[src/gbn_pkg.sv]
// Shared opcodes, result actions and field widths for the go-back-N endpoint.
`default_nettype none

package gbn_pkg;

    // Field widths of the stream words
    localparam int unsigned OPCODE_W  = 2;
    localparam int unsigned ACTION_W  = 3;
    localparam int unsigned FSEQ_W    = 3;
    localparam int unsigned FPAY_W    = 32;
    localparam int unsigned S_TDATA_W = 40;
    localparam int unsigned M_TDATA_W = 48;

    // Input event kinds
    typedef enum logic [OPCODE_W-1:0] {
        OP_NEW     = 2'd0,
        OP_ARRIVE  = 2'd1,
        OP_CKERR   = 2'd2,
        OP_TIMEOUT = 2'd3
    } opcode_t;

    // Result kinds
    typedef enum logic [ACTION_W-1:0] {
        ACT_TRANSMIT = 3'd0,
        ACT_DELIVER  = 3'd1,
        ACT_RELEASE  = 3'd2,
        ACT_NONE     = 3'd3,
        ACT_REJECT   = 3'd4
    } action_t;

endpackage

`default_nettype wire

[src/go_back_n_link_endpoint_top.sv]
// Go-back-N sliding-window link endpoint with piggybacked acks and a frame store.
//
//   channel   dir  handshake          tuser          tdata
//   s_        in   s_tvalid/s_tready  opcode         payload, rx_seq, rx_ack
//   m_        out  m_tvalid/m_tready  action         seq, ack, payload, flags
//
// Each input word is latched, then handled: a new packet, a delivery or a status
// word yields one result word; an ack release or a timeout resend emits one word
// per cycle while the m_ side is not stalled, up to MAX_SEQUENCE words. A timeout
// first reads the oldest frame from the frame store before the first resend.
// Reset clears the sequence counters and the in-flight count; the frame store
// is not cleared. A stalled m_ side holds the sequencer with its result
// parked in the output register; s_tready is high only when the sequencer is idle.
`default_nettype none

module go_back_n_link_endpoint_top #(
    parameter int unsigned MAX_SEQUENCE  = 7,
    parameter int unsigned PAYLOAD_WIDTH = 32
) (
    input  wire logic                           aclk,
    input  wire logic                           aresetn,
    // s_tdata: payload[31:0], rx_seq[34:32], rx_ack[37:35], zero fill
    input  wire logic [gbn_pkg::S_TDATA_W-1:0]  s_tdata,
    // s_tuser: opcode[1:0]
    input  wire logic [gbn_pkg::OPCODE_W-1:0]   s_tuser,
    input  wire logic                           s_tvalid,
    output logic                                s_tready,
    // m_tdata: out_seq[2:0], out_ack[5:3], out_payload[37:6],
    //          accept_more[38], in_flight[41:39], zero fill
    output logic [gbn_pkg::M_TDATA_W-1:0]       m_tdata,
    // m_tuser: action[2:0]
    output logic [gbn_pkg::ACTION_W-1:0]        m_tuser,
    output logic                                m_tlast,
    output logic                                m_tvalid,
    input  wire logic                           m_tready
);

    import gbn_pkg::*;

    localparam int unsigned SEQ_W = (MAX_SEQUENCE < 2) ? 1 : $clog2(MAX_SEQUENCE + 1);
    localparam int unsigned CW    = (SEQ_W > FSEQ_W) ? SEQ_W : FSEQ_W;
    localparam logic [SEQ_W-1:0] SEQ_MAX = SEQ_W'(MAX_SEQUENCE);

    typedef logic [SEQ_W-1:0] seq_t;

    typedef enum logic [2:0] {
        ST_IDLE,
        ST_EXEC,
        ST_RELEASE,
        ST_RESEND
    } state_t;

    // Circular test: a <= b < c
    function automatic logic in_win(input logic [CW-1:0] a, input logic [CW-1:0] b,
                                    input logic [CW-1:0] c);
        return ((a <= b) && (b < c)) || ((c < a) && (a <= b)) || ((b < c) && (c < a));
    endfunction

    function automatic seq_t seq_inc(input seq_t s);
        return (s >= SEQ_MAX) ? '0 : s + 1'b1;
    endfunction

    // Control and sequence state
    state_t  state_reg, state_next;
    seq_t    nts_reg, nts_next;
    seq_t    old_reg, old_next;
    seq_t    exp_reg, exp_next;
    seq_t    cnt_reg, cnt_next;
    seq_t    rem_reg, rem_next;

    // Latched input word
    opcode_t                op_reg;
    logic [FPAY_W-1:0]      pay_reg;
    logic [FSEQ_W-1:0]      rseq_reg;
    logic [FSEQ_W-1:0]      rack_reg;

    // Frame store and its registered read port
    logic [PAYLOAD_WIDTH-1:0] store_mem [0:MAX_SEQUENCE];
    logic [PAYLOAD_WIDTH-1:0] rd_data_reg;
    logic                     mem_we;

    // Output register
    logic                 out_valid_reg;
    action_t              out_action_reg;
    logic [FSEQ_W-1:0]    out_seq_reg;
    logic [FSEQ_W-1:0]    out_ack_reg;
    logic [FPAY_W-1:0]    out_pay_reg;
    logic                 out_last_reg;
    logic                 out_more_reg;
    logic [FSEQ_W-1:0]    out_flight_reg;

    // Result being emitted this cycle
    logic                 emit;
    action_t              e_action;
    logic [FSEQ_W-1:0]    e_seq;
    logic [FSEQ_W-1:0]    e_ack;
    logic [FPAY_W-1:0]    e_pay;
    logic                 e_last;
    seq_t                 e_cnt;

    logic                 out_free;
    logic                 deliver;
    logic                 rel_now;
    logic                 rel_after;
    logic [FSEQ_W-1:0]    ack_val;
    logic [PAYLOAD_WIDTH-1:0] wr_data;
    seq_t                 cnt_dec;
    seq_t                 old_inc;

    assign out_free = !out_valid_reg || m_tready;
    assign s_tready = (state_reg == ST_IDLE);

    assign wr_data  = PAYLOAD_WIDTH'(pay_reg);
    assign ack_val  = FSEQ_W'((exp_reg == '0) ? SEQ_MAX : exp_reg - 1'b1);
    assign deliver  = (CW'(rseq_reg) == CW'(exp_reg));
    assign cnt_dec  = cnt_reg - 1'b1;
    assign old_inc  = seq_inc(old_reg);
    assign rel_now  = (cnt_reg != '0) && in_win(CW'(old_reg), CW'(rack_reg), CW'(nts_reg));
    assign rel_after = (cnt_dec != '0) && in_win(CW'(old_inc), CW'(rack_reg), CW'(nts_reg));

    // Sequencer: pick the result and the next state
    always_comb begin
        state_next = state_reg;
        nts_next   = nts_reg;
        old_next   = old_reg;
        exp_next   = exp_reg;
        cnt_next   = cnt_reg;
        rem_next   = rem_reg;
        mem_we     = 1'b0;
        emit       = 1'b0;
        e_action   = ACT_NONE;
        e_seq      = '0;
        e_ack      = '0;
        e_pay      = '0;
        e_last     = 1'b1;
        e_cnt      = cnt_reg;

        unique case (state_reg)
            ST_IDLE: begin
                if (s_tvalid) begin
                    state_next = ST_EXEC;
                end
            end
            ST_EXEC: begin
                if (out_free) begin
                    unique case (op_reg)
                        OP_NEW: begin
                            emit       = 1'b1;
                            state_next = ST_IDLE;
                            if (cnt_reg < SEQ_MAX) begin
                                mem_we   = 1'b1;
                                e_action = ACT_TRANSMIT;
                                e_seq    = FSEQ_W'(nts_reg);
                                e_ack    = ack_val;
                                e_pay    = FPAY_W'(wr_data);
                                e_cnt    = cnt_reg + 1'b1;
                                cnt_next = cnt_reg + 1'b1;
                                nts_next = seq_inc(nts_reg);
                            end else begin
                                e_action = ACT_REJECT;
                            end
                        end
                        OP_ARRIVE: begin
                            priority if (deliver) begin
                                emit       = 1'b1;
                                e_action   = ACT_DELIVER;
                                e_seq      = rseq_reg;
                                e_pay      = FPAY_W'(wr_data);
                                e_last     = !rel_now;
                                exp_next   = seq_inc(exp_reg);
                                state_next = rel_now ? ST_RELEASE : ST_IDLE;
                            end else if (rel_now) begin
                                state_next = ST_RELEASE;
                            end else begin
                                emit       = 1'b1;
                                state_next = ST_IDLE;
                            end
                        end
                        OP_CKERR: begin
                            emit       = 1'b1;
                            state_next = ST_IDLE;
                        end
                        OP_TIMEOUT: begin
                            if (cnt_reg == '0) begin
                                emit       = 1'b1;
                                state_next = ST_IDLE;
                            end else begin
                                // rewind; the store read of the oldest frame starts now
                                nts_next   = old_reg;
                                rem_next   = cnt_reg;
                                state_next = ST_RESEND;
                            end
                        end
                        default: begin
                            state_next = ST_IDLE;
                        end
                    endcase
                end
            end
            ST_RELEASE: begin
                if (out_free) begin
                    emit     = 1'b1;
                    e_action = ACT_RELEASE;
                    e_seq    = FSEQ_W'(old_reg);
                    e_cnt    = cnt_dec;
                    e_last   = !rel_after;
                    cnt_next = cnt_dec;
                    old_next = old_inc;
                    if (!rel_after) begin
                        state_next = ST_IDLE;
                    end
                end
            end
            ST_RESEND: begin
                if (out_free) begin
                    emit     = 1'b1;
                    e_action = ACT_TRANSMIT;
                    e_seq    = FSEQ_W'(nts_reg);
                    e_ack    = ack_val;
                    e_pay    = FPAY_W'(rd_data_reg);
                    e_last   = (rem_reg == seq_t'(1));
                    nts_next = seq_inc(nts_reg);
                    rem_next = rem_reg - 1'b1;
                    if (rem_reg == seq_t'(1)) begin
                        state_next = ST_IDLE;
                    end
                end
            end
            default: begin
                state_next = ST_IDLE;
            end
        endcase
    end

    // Frame store: write at the send pointer, read ahead at the next pointer
    always_ff @(posedge aclk) begin
        if (mem_we) begin
            store_mem[nts_reg] <= wr_data;
        end
        rd_data_reg <= store_mem[nts_next];
    end

    // Hold state and the output word
    always_ff @(posedge aclk) begin
        if (!aresetn) begin
            state_reg     <= ST_IDLE;
            nts_reg       <= '0;
            old_reg       <= '0;
            exp_reg       <= '0;
            cnt_reg       <= '0;
            rem_reg       <= '0;
            out_valid_reg <= 1'b0;
        end else begin
            state_reg <= state_next;
            nts_reg   <= nts_next;
            old_reg   <= old_next;
            exp_reg   <= exp_next;
            cnt_reg   <= cnt_next;
            rem_reg   <= rem_next;
            if (emit) begin
                out_valid_reg <= 1'b1;
            end else if (m_tready) begin
                out_valid_reg <= 1'b0;
            end
        end
    end

    // Latch the input word and the result payload
    always_ff @(posedge aclk) begin
        if (s_tvalid && s_tready) begin
            op_reg   <= opcode_t'(s_tuser);
            pay_reg  <= s_tdata[FPAY_W-1:0];
            rseq_reg <= s_tdata[FPAY_W +: FSEQ_W];
            rack_reg <= s_tdata[FPAY_W+FSEQ_W +: FSEQ_W];
        end
        if (emit) begin
            out_action_reg <= e_action;
            out_seq_reg    <= e_seq;
            out_ack_reg    <= e_ack;
            out_pay_reg    <= e_pay;
            out_last_reg   <= e_last;
            out_more_reg   <= (e_cnt < SEQ_MAX);
            out_flight_reg <= FSEQ_W'(e_cnt);
        end
    end

    assign m_tvalid = out_valid_reg;
    assign m_tlast  = out_last_reg;
    assign m_tuser  = out_action_reg;
    assign m_tdata  = {6'd0, out_flight_reg, out_more_reg, out_pay_reg,
                       out_ack_reg, out_seq_reg};

endmodule

`default_nettype wire
[config.mk]
export PLATFORM = sky130hd
export DESIGN_NAME = go_back_n_link_endpoint_top
export DESIGN_NICKNAME = d
export VERILOG_FILES = /design/src/gbn_pkg.sv /design/src/go_back_n_link_endpoint_top.sv
export SDC_FILE = /design/constraint.sdc
export NUM_CORES = 1
export LEC_CHECK = 0
export ABC_CLOCK_PERIOD_IN_PS = 8460
export BUFFER_PORTS_ARGS = -buffer_cell sky130_fd_sc_hd__buf_4
export CAP_MARGIN = 5
export CORE_ASPECT_RATIO = 1.4
export CORE_UTILIZATION = 25
export DETAILED_ROUTE_END_ITERATION = 12
export GPL_ROUTABILITY_DRIVEN = 0
export GPL_TIMING_DRIVEN = 0
export HOLD_SLACK_MARGIN = 0.12
export SYNTH_ARGS = -nofsm -noshare
export SYNTH_HDL_FRONTEND = slang
export SYNTH_SLANG_ARGS = --single-unit
[constraint.sdc]
create_clock -name aclk -period 8.46 [get_ports aclk]
set_clock_uncertainty 0.2 [all_clocks]
set_input_delay 1.269 -clock aclk [delete_from_list [all_inputs] [get_ports aclk]]
set_output_delay 1.269 -clock aclk [all_outputs]
set_load 0.02 [all_outputs]
Word level (Yosys, flattened, before mapping)

Memory sizes are Yosys's and may differ from the RTL's. A register that Yosys moved wholly into a read port is not among the register bits.
Index checks and enable logic that the tools add are counted.

Bits in writable memories: 256
Bits of input ports: 46
Memories kept: 1
Register bits: 105
Word-level logic and storage cells: 159

Memories:

| name      | words | width | read ports | clocked after memory_dff | write ports | RTL line                          | source |
|---|---|---|---|---|---|---|---|
| store_mem | 8     | 32    | 1          | 1                        | 1           | go_back_n_link_endpoint_top.sv:78 | `logic [PAYLOAD_WIDTH-1:0] store_mem [0:MAX_SEQUENCE];` |

Add/subtract/negate cells: 7
$lt $le $gt $ge: 10
Mux-type cells: 76
Reductions and logical operators: 31
Equality and inequality tests: 16

Operator list:

| kind                                                                | number |
|---|---|
| 32-bit two-way mux                                                  | 4 |
| 32-bit case mux with 2 select lines                                 | 2 |
| 3-bit two-way mux                                                   | 33 |
| 3-bit case mux with 2 select lines                                  | 7 |
| 3-bit case mux with 3 select lines                                  | 3 |
| 1-bit two-way mux                                                   | 19 |
| 2-bit inequality test (second input constant)                       | 8 |
| 3-bit by 1-bit adder with 3-bit output (second input constant)      | 4 |
| 3-bit case mux with 4 select lines                                  | 1 |
| 3-bit greater-or-equal comparator (second input constant)           | 3 |
| 1-bit logical AND                                                   | 9 |
| 3-bit logical NOT                                                   | 3 |
| 3-bit < comparator                                                  | 3 |
| 3-bit by 1-bit subtractor with 3-bit output (second input constant) | 3 |
| 2-bit two-way mux                                                   | 4 |
| 3-bit by 1-bit == test with 1-bit output (second input constant)    | 2 |
| 3-bit by 2-bit == test with 1-bit output (second input constant)    | 2 |
| 3-bit <= comparator                                                 | 2 |
| 3-bit < comparator (second input constant)                          | 2 |
| 1-bit case mux with 3 select lines                                  | 2 |
| 6-bit AND reduction                                                 | 1 |
| 3-bit nonzero test                                                  | 2 |
| 1-bit logical OR                                                    | 5 |
| 5-bit AND reduction                                                 | 1 |
| 10 further kinds                                                    | 15 |

Depth between registers and ports, before layout

Gate-level depths: netlist of run 1.

Depth in word-level cells: 11
Depth in mapped cells: 12
Gate-level depth less buffers: 12

Worst setup path before layout of run 1

No wires, ideal clock.

Path kind: input to register
Start point: in m_tready
End point: mem store_mem[0][0] (enable)
Required time: 7.799 ns
Path buffers: 0
Path slack: 3.481 ns
Arrival: 4.318 ns
Stages: 4
Setup time: 0.461 ns
Path through: nor2b_1 -> or3_1 -> or3_1 -> nor3_1

Cells in the longest elaborated chain, start to end: 5

RTL lines:

| item                                    | RTL line                           | source |
|---|---|---|
| from (decl)                             | go_back_n_link_endpoint_top.sv:35  | `input wire logic m_tready` |
| 1-bit logical OR                        | go_back_n_link_endpoint_top.sv:110 | `assign out_free = !out_valid_reg \|\| m_tready;` |
| 1-bit two-way mux                       | go_back_n_link_endpoint_top.sv:145 | `if (out_free) begin` |
| 1-bit two-way mux                       | go_back_n_link_endpoint_top.sv:138 | `unique case (state_reg)` |
| 1-bit two-way mux                       | go_back_n_link_endpoint_top.sv:237 | `if (mem_we) begin` |
| 1-bit two-way mux (implied by the code) | go_back_n_link_endpoint_top.sv:238 | `store_mem[nts_reg] <= wr_data;` |
| to (decl)                               | go_back_n_link_endpoint_top.sv:78  |  |

No other way between the ends.

Worst setup path in the final report of run 1

Start point: reg op_reg[0]
End point: mem store_mem[0][14] (enable)

Cells in the longest elaborated chain, start to end: 6

RTL lines:

| item                                    | RTL line                           | source |
|---|---|---|
| from (decl)                             | go_back_n_link_endpoint_top.sv:72  | `opcode_t op_reg;` |
| from (signal assigned)                  | go_back_n_link_endpoint_top.sv:271 | `op_reg <= opcode_t'(s_tuser);` |
| 2-bit logical NOT                       | go_back_n_link_endpoint_top.sv:146 | `unique case (op_reg)` |
| 1-bit two-way mux                       | go_back_n_link_endpoint_top.sv:146 |  |
| 1-bit two-way mux                       | go_back_n_link_endpoint_top.sv:145 |  |
| 1-bit two-way mux                       | go_back_n_link_endpoint_top.sv:138 |  |
| 1-bit two-way mux                       | go_back_n_link_endpoint_top.sv:237 |  |
| 1-bit two-way mux (implied by the code) | go_back_n_link_endpoint_top.sv:238 |  |

No other way between the ends.

==> results of run 1 <==
power groups by stage:
stage               combinational (W)  clock [W]  sequential, W
floorplan                    0.000204          0        0.00222
global placement             0.000314          0        0.00223
detailed placement           0.000325          0        0.00223
CTS                          0.000326    0.00199        0.00219
global route                 0.000348    0.00205        0.00220
finish                       0.000321    0.00194        0.00219
per-layer routing:
layer,routed length [µm],up-vias,global-route usage
li1,-,4304,-
met1,14900,4576,0.141
met2,20100,308,0.221
met3,2170,92,0.0210
met4,1910,0,0.0658
met5,0,-,0
synthesized netlist by cell type, types with 6 or more instances:
cell      count
inv_1        26
nor3_1        7
dfxtp_1      50
buf_4        18
a21o_1        6
nor2_1       35
buf_2        20
edfxtp_1    342
ha_1         34
nand2b_1      9
and2_1        7
nand3_1      15
mux2i_1      67
a21oi_1      83
clkbuf_1     17
nand2_1     154
o21ai_0      13
o22ai_1      32
or3_1        35
a22o_1       33
nor2b_1       6
layout make-up:
| cell class | count | area share |
|---|---|---|
| Clock buffer | 49 | 0.0568 |
| Timing Repair Buffer | 105 | 0.0485 |
| Tap cell | 817 | 0.0540 |
| Inverter | 27 | 0.00535 |
| Clock inverter | 26 | 0.0203 |
| Multi-Input combinational cell | 597 | 0.202 |
| Buffer | 61 | 0.0178 |
| Sequential cell | 392 | 0.595 |
final timing paths:
kind	from	slack [ps]	endpoint
max	op_reg[0]$_DFFE_PP_	4500	store_mem[0][14]$_DFFE_PP_
min	rem_reg[1]$_SDFFE_PN0P_	290	rem_reg[1]$_SDFFE_PN0P_
max reg2reg	op_reg[0]$_DFFE_PP_	4500	store_mem[0][14]$_DFFE_PP_
min reg2reg	rem_reg[1]$_SDFFE_PN0P_	290	rem_reg[1]$_SDFFE_PN0P_
worst max-delay path: stages (launching register included):
cell	delay, ps
edfxtp_1	440
inv_1	110
ha_1	210
clkbuf_1	400
nor2_1	150
or3_1	380
or3_1	550
nor3_2	780
buf_6	270
buf_6	180
stage by stage:
step                      power, W  hold slack, ps  utilization  cells  instance area, µm²
final                      0.00446             295        0.310   2074               18900
after global routing       0.00460             336        0.310   2074               18900
after CTS                  0.00450             300        0.310   2074               18900
after detailed placement   0.00256             283        0.286   1999               17500
after global placement     0.00255             275        0.282   1985               17200
after floorplan            0.00243             260            -   1077               15500
cell families after synthesis:
kind of cell	synth area share
compound gates	0.0838
xor+xnor	0.00227
fa+ha+maj	0.0288
buf+inv	0.0283
flops	0.729
mux	0.0448
other cells	0.000242
simple gates	0.0832
cell usage in the layout, fill, tap and decap left out, types with 20 or more instances in the layout:
master	n
dfxtp_1	50
ha_1	34
or3_1	35
clkbuf_16	41
edfxtp_1	342
inv_1	26
nand2_1	154
a22o_1	33
buf_4	109
buf_2	20
clkbuf_1	23
nor2_1	29
mux2i_1	67
a21oi_1	83
o22ai_1	32
==> flow_summary.json, run 1 <==
{
  "status": "finished clean",
  "grt_usage": 0.124,
  "synth_area_um2": 15500,
  "slew_headroom": 0.274,
  "synth-edff-count": 342,
  "hold_violations": 0,
  "grt_max_degree": 31,
  "yosys.area.top_type_share": 0.664,
  "ff2ff_path_depth": 9,
  "rsz0062_at_grt": "false",
  "die-height_um": 296,
  "ys_types": 64,
  "routed_wl_um": 39000,
  "hpwl_um": 26000,
  "hold_path_class": "flip-flop to flip-flop",
  "antenna_found_initial": 0,
  "synth_async_sr_flop_share": 0,
  "clkPwrFrac": 0.436,
  "ctsRootBufferMaster": "clkbuf_16",
  "syn_inst": 1072,
  "synthTopCellsByArea": "edfxtp_1 66%, dfxtp_1 6.5%, mux2i_1 4.3%",
  "diodes": 0,
  "cts_hold_buf": 0,
  "grt_pass1_wl_um": 58000,
  "coreArea_um2": 61000,
  "vias_per_cell": 4.47,
  "area_delta_synth_final_pct": 22.5,
  "cts_post_setup_buffers_inserted": 0,
  "drc": 0,
  "initial_core_util": 0.253,
  "io_pins": 100,
  "arrival_ps": 4010,
  "fin_nets": 1305,
  "max_freq_mhz": 252,
  "tightest_slew_ps": 1090,
  "largest_reg_flops": 256,
  "start_kind": "flip-flop",
  "holdPathStages": 2,
  "fin_crit_sh": 0.468,
  "port_buffers": 91,
  "setup_viol": 0,
  "cts_buffers": 41,
  "cts_tree": "yes",
  "yosysTopAreaCell": "edfxtp_1",
  "period_minus_slack_ps": 3960,
  "n_fill_cell": 6084,
  "p_int_w": 0.00344,
  "tns_ps": 0,
  "clock-sinks": 392,
  "grt_pass1_vias": 9580,
  "drt_iter0_markers": 677,
  "routedWlPerCell_um": 18.8,
  "ys.flop_type": "edfxtp_1",
  "end_kind": "flip-flop",
  "clkTransAtPathRegs_ps": 60,
  "layout-drive-gt1-share": 0.181,
  "htree_levels": 2,
  "syn_area_per_cell_um2": 14.4,
  "dp_worst_setup_slack_ps": 3990,
  "final-max-slew-violation-count": 0,
  "first_pass_iters": 5,
  "ir_drop_mv": 0.140,
  "grt_overflow_total": 0,
  "multiInputGateArea_um2": 3840,
  "ff_latch_area_um2": 11300,
  "setup_ws_ps": 4500,
  "cp_max_fo": 10,
  "worstSkewPairLatency_ps": 550,
  "p_leak_nw": 6.91,
  "power_density_nw_per_um2": 235,
  "drtAntennaViolNets": 0,
  "cts_resized": 0,
  "power_frac_comb": 0.072,
  "sw_frac_of_total": 0.227,
  "critical_path_class": "flip-flop to flip-flop",
  "num_vias": 9280,
  "required_ps": 8510,
  "clockBufferDepth": 3,
  "die_area_um2": 62900,
  "ys_seq_area_frac": 0.729,
  "synth-seq-cells": 392,
  "die_w_um": 212,
  "regMostFlops": "store_mem",
  "drv_cap": 0,
  "switchingPower_w": 0.00101,
  "seq_power_share": 0.492,
  "yosysWarnings": 0,
  "rows": 107
}
No activity file was read; power rests on OpenSTA's default activity.
==> run 2: changes to the inputs <==
--- a/config.mk
+++ b/config.mk
@@ -5,7 +5,8 @@
 export SDC_FILE = /design/constraint.sdc
 export NUM_CORES = 1
 export LEC_CHECK = 0
-export ABC_CLOCK_PERIOD_IN_PS = 8460
+export ABC_AREA = 1
+export ABC_CLOCK_PERIOD_IN_PS = 3500
 export BUFFER_PORTS_ARGS = -buffer_cell sky130_fd_sc_hd__buf_4
 export CAP_MARGIN = 5
 export CORE_ASPECT_RATIO = 1.4
==> constraint.sdc (replaced) <==
create_clock -name aclk -period 3.5 [get_ports aclk]
set_clock_uncertainty 0.2 [all_clocks]
set_input_delay 0.525 -clock aclk [delete_from_list [all_inputs] [get_ports aclk]]
set_output_delay 0.525 -clock aclk [all_outputs]
set_load 0.02 [all_outputs]
==> flow_summary.json, run 2 <==
{
  "crit_family": "simple AND/OR/NAND/NOR gates",
  "hold_violations": 0,
  "cp_slowest_stage_delay_ps": 430,
  "ir_drop_mv": 0.402,
  "clockBufferDepth": 3,
  "grt_pass1_wl_um": 71100,
  "grt_overflow_total": 0,
  "first_pass_iters": 5,
  "routedWlPerCell_um": 17.6,
  "final-max-slew-violation-count": 0,
  "synth_async_sr_flop_share": 0,
  "port_buffers": 91,
  "clock-sinks": 392,
  "slew_headroom": 0.320,
  "required_ps": 3550,
  "clkTransAtPathRegs_ps": 60,
  "period_minus_slack_ps": 3290,
  "r2r-start": "state_reg[1]$_SDFFE_PN0P_",
  "routed_wl_um": 46900,
  "synth.most_common_cell": "nand2_1",
  "r2r_setup_slack_ps": 210,
  "drv_cap": 0,
  "hold_path_class": "flip-flop to flip-flop",
  "ys_types": 39,
  "syn_inst": 1576,
  "drtAntennaViolNets": 0,
  "antenna_found_initial": 0,
  "p_leak_nw": 8.72,
  "io_pins": 100,
  "crit_chain": "inv_1 -> ha_1 -> inv_1 -> nor2_2 -> inv_1 -> nor2_1 -> nand2_1 -> nor2_4 -> buf_12",
  "ys_seq_area_frac": 0.662,
  "worstSkewPairLatency_ps": 560,
  "fin_nets": 1854,
  "status": "finished clean",
  "die_area_um2": 69200,
  "setup_ws_ps": 211,
  "cp.depth": 9,
  "dp_worst_setup_slack_ps": 113,
  "grt_max_degree": 25,
  "setup_viol": 0,
  "diodes": 0,
  "area_delta_synth_final_pct": 23.1,
  "crit_path_end": "store_mem[4][7]$_DFFE_PP_",
  "arrival_ps": 3340,
  "power_density_nw_per_um2": 693,
  "vias_per_cell": 4.48,
  "critical_path_class": "flip-flop to flip-flop",
  "max_freq_mhz": 304,
  "synthTopCellsByArea": "edfxtp_1 60%, nand2_1 7.8%, nand3_1 7.0%",
  "tightest_slew_ps": 1020,
  "cts_buffers": 41,
  "start_kind": "flip-flop",
  "slowest_stage": "nor2_4",
  "synth-seq-cells": 392,
  "layout-drive-gt1-share": 0.148,
  "regMostFlops": "store_mem",
  "synth-edff-count": 342,
  "die_w_um": 223,
  "crit_top_cell": "inv_1",
  "yosys.area.top_type_share": 0.603,
  "htree_levels": 2,
  "grt_pass1_vias": 12200,
  "synth_area_um2": 17000,
  "initial_core_util": 0.254,
  "num_vias": 11900,
  "yosysTopAreaCell": "edfxtp_1",
  "final_common_cell": "nand2_1",
  "cts_tree": "yes",
  "critPathLaunch": "state_reg[1]$_SDFFE_PN0P_",
  "yosysWarnings": 0,
  "die-height_um": 311,
  "coreArea_um2": 67000,
  "rsz0062_at_grt": "false",
  "drt_iter0_markers": 1026,
  "n_fill_cell": 6787,
  "grt_usage": 0.135,
  "syn_area_per_cell_um2": 10.8,
  "cp_max_fo": 23,
  "ff2ff_path_depth": 9,
  "end_kind": "flip-flop",
  "reg2reg_to": "store_mem[4][7]$_DFFE_PP_",
  "path_buf_inv": 4,
  "largest_reg_flops": 256,
  "final_cell_mix": "355 x nand2_1, 342 x edfxtp_1, 280 x inv_1, 237 x nand3_1, 113 x buf_4",
  "ctsRootBufferMaster": "clkbuf_16",
  "rows": 112,
  "drc": 0,
  "fin_crit_sh": 0.940,
  "utilization": 0.313,
  "synth_common_cells": "355 x nand2_1, 342 x edfxtp_1, 281 x inv_1",
  "ys.flop_type": "edfxtp_1",
  "hpwl_um": 31700,
  "holdPathStages": 2
}
==> run 2: changes by cell type after synthesis, sizes merged, moves of 7 or more <==
cell	previous run	this run
inv	27	285
a21oi	84	31
mux2i	67	0
o22ai	32	2
nand3b	2	32
nand2b	9	0
nand2	154	361
and2	7	0
a32o	0	32
nand3	15	244
a22o	33	0
or3	35	0
buf	44	68
==> run 2: worst min path at each step <==
stage                                 start                         to  slack [ps]
floorplan           rem_reg[1]$_SDFFE_PN0P_    rem_reg[1]$_SDFFE_PN0P_         270
global placement    rem_reg[2]$_SDFFE_PN0P_    rem_reg[2]$_SDFFE_PN0P_         290
detailed placement  rem_reg[1]$_SDFFE_PN0P_    rem_reg[1]$_SDFFE_PN0P_         290
CTS                                s_tvalid  state_reg[0]$_SDFFE_PN0P_         300
global route        rd_data_reg[17]$_DFF_P_  out_pay_reg[17]$_DFFE_PP_         340
finish              rem_reg[1]$_SDFFE_PN0P_    rem_reg[1]$_SDFFE_PN0P_         300
==> run 2: cell type report <==
cell class | count | area [µm²] | share of cell area
Clock buffer | 53 | 1150 | 0.0550
Buffer | 80 | 444 | 0.0212
Clock inverter | 23 | 143 | 0.00680
Inverter | 286 | 1080 | 0.0513
Multi-Input combinational cell | 823 | 4340 | 0.207
Tap cell | 855 | 1070 | 0.0510
Sequential cell | 392 | 11300 | 0.538
Timing Repair Buffer | 150 | 1470 | 0.0702
==> run 2: what timing repair did <==
action                     4_1_cts  5_1_grt
setup endpoints to repair        0       64
hold buffers                    42        0
setup buffers                    0        4
resized for setup                0        0
hold endpoints to repair        47        0
==> run 2: cells by family (layout without fill, tap and decap cells) <==
| group | Yosys count | count (layout) | share of synthesized area |
|---|---|---|---|
| buf+inv | 366 | 592 | 0.0893 |
| xor+xnor | 4 | 4 | 0.00206 |
| flops | 392 | 392 | 0.662 |
| fa+ha+maj | 34 | 34 | 0.0250 |
| compound gates | 98 | 98 | 0.0416 |
| simple gates | 681 | 681 | 0.180 |
| other cells | 1 | 6 | 0.000220 |
==> run 2: report_power, final <==
part           switching [W]  internal, W  total, W
registers           0.000426      0.00594   0.00637
logic                0.00267      0.00132   0.00398
clock network        0.00183      0.00234   0.00417
total                0.00492      0.00960    0.0145
==> run 2: worst register-to-register path: stages, from the launching register on <==
cell and delay (ps):
dfxtp_1 340, inv_1 90, ha_1 340, inv_1 250, nor2_2 350, inv_1 140
nor2_1 260, nand2_1 300, nor2_4 430, buf_12 260
==> run 2: per-stage QoR <==
step,total power (W),cells,area [µm²],TNS (ps),hold slack (ps)
final,0.0145,2662,21000,0,300
after global routing,0.0153,2662,21000,0,339
after CTS,0.0146,2658,20900,0,300
after detailed placement,0.0104,2540,19200,0,295
after global placement,0.0102,2527,18800,-421190,291
after floorplan,0.00878,1581,17100,0,272
==> run 2: routing by layer <==
metal	vias up	global-route usage	share of wire
met5	-	0	0
met4	0	0.0491	0.027
met3	86	0.0262	0.072
met2	486	0.238	0.50
met1	5693	0.162	0.40
li1	5657	-	-
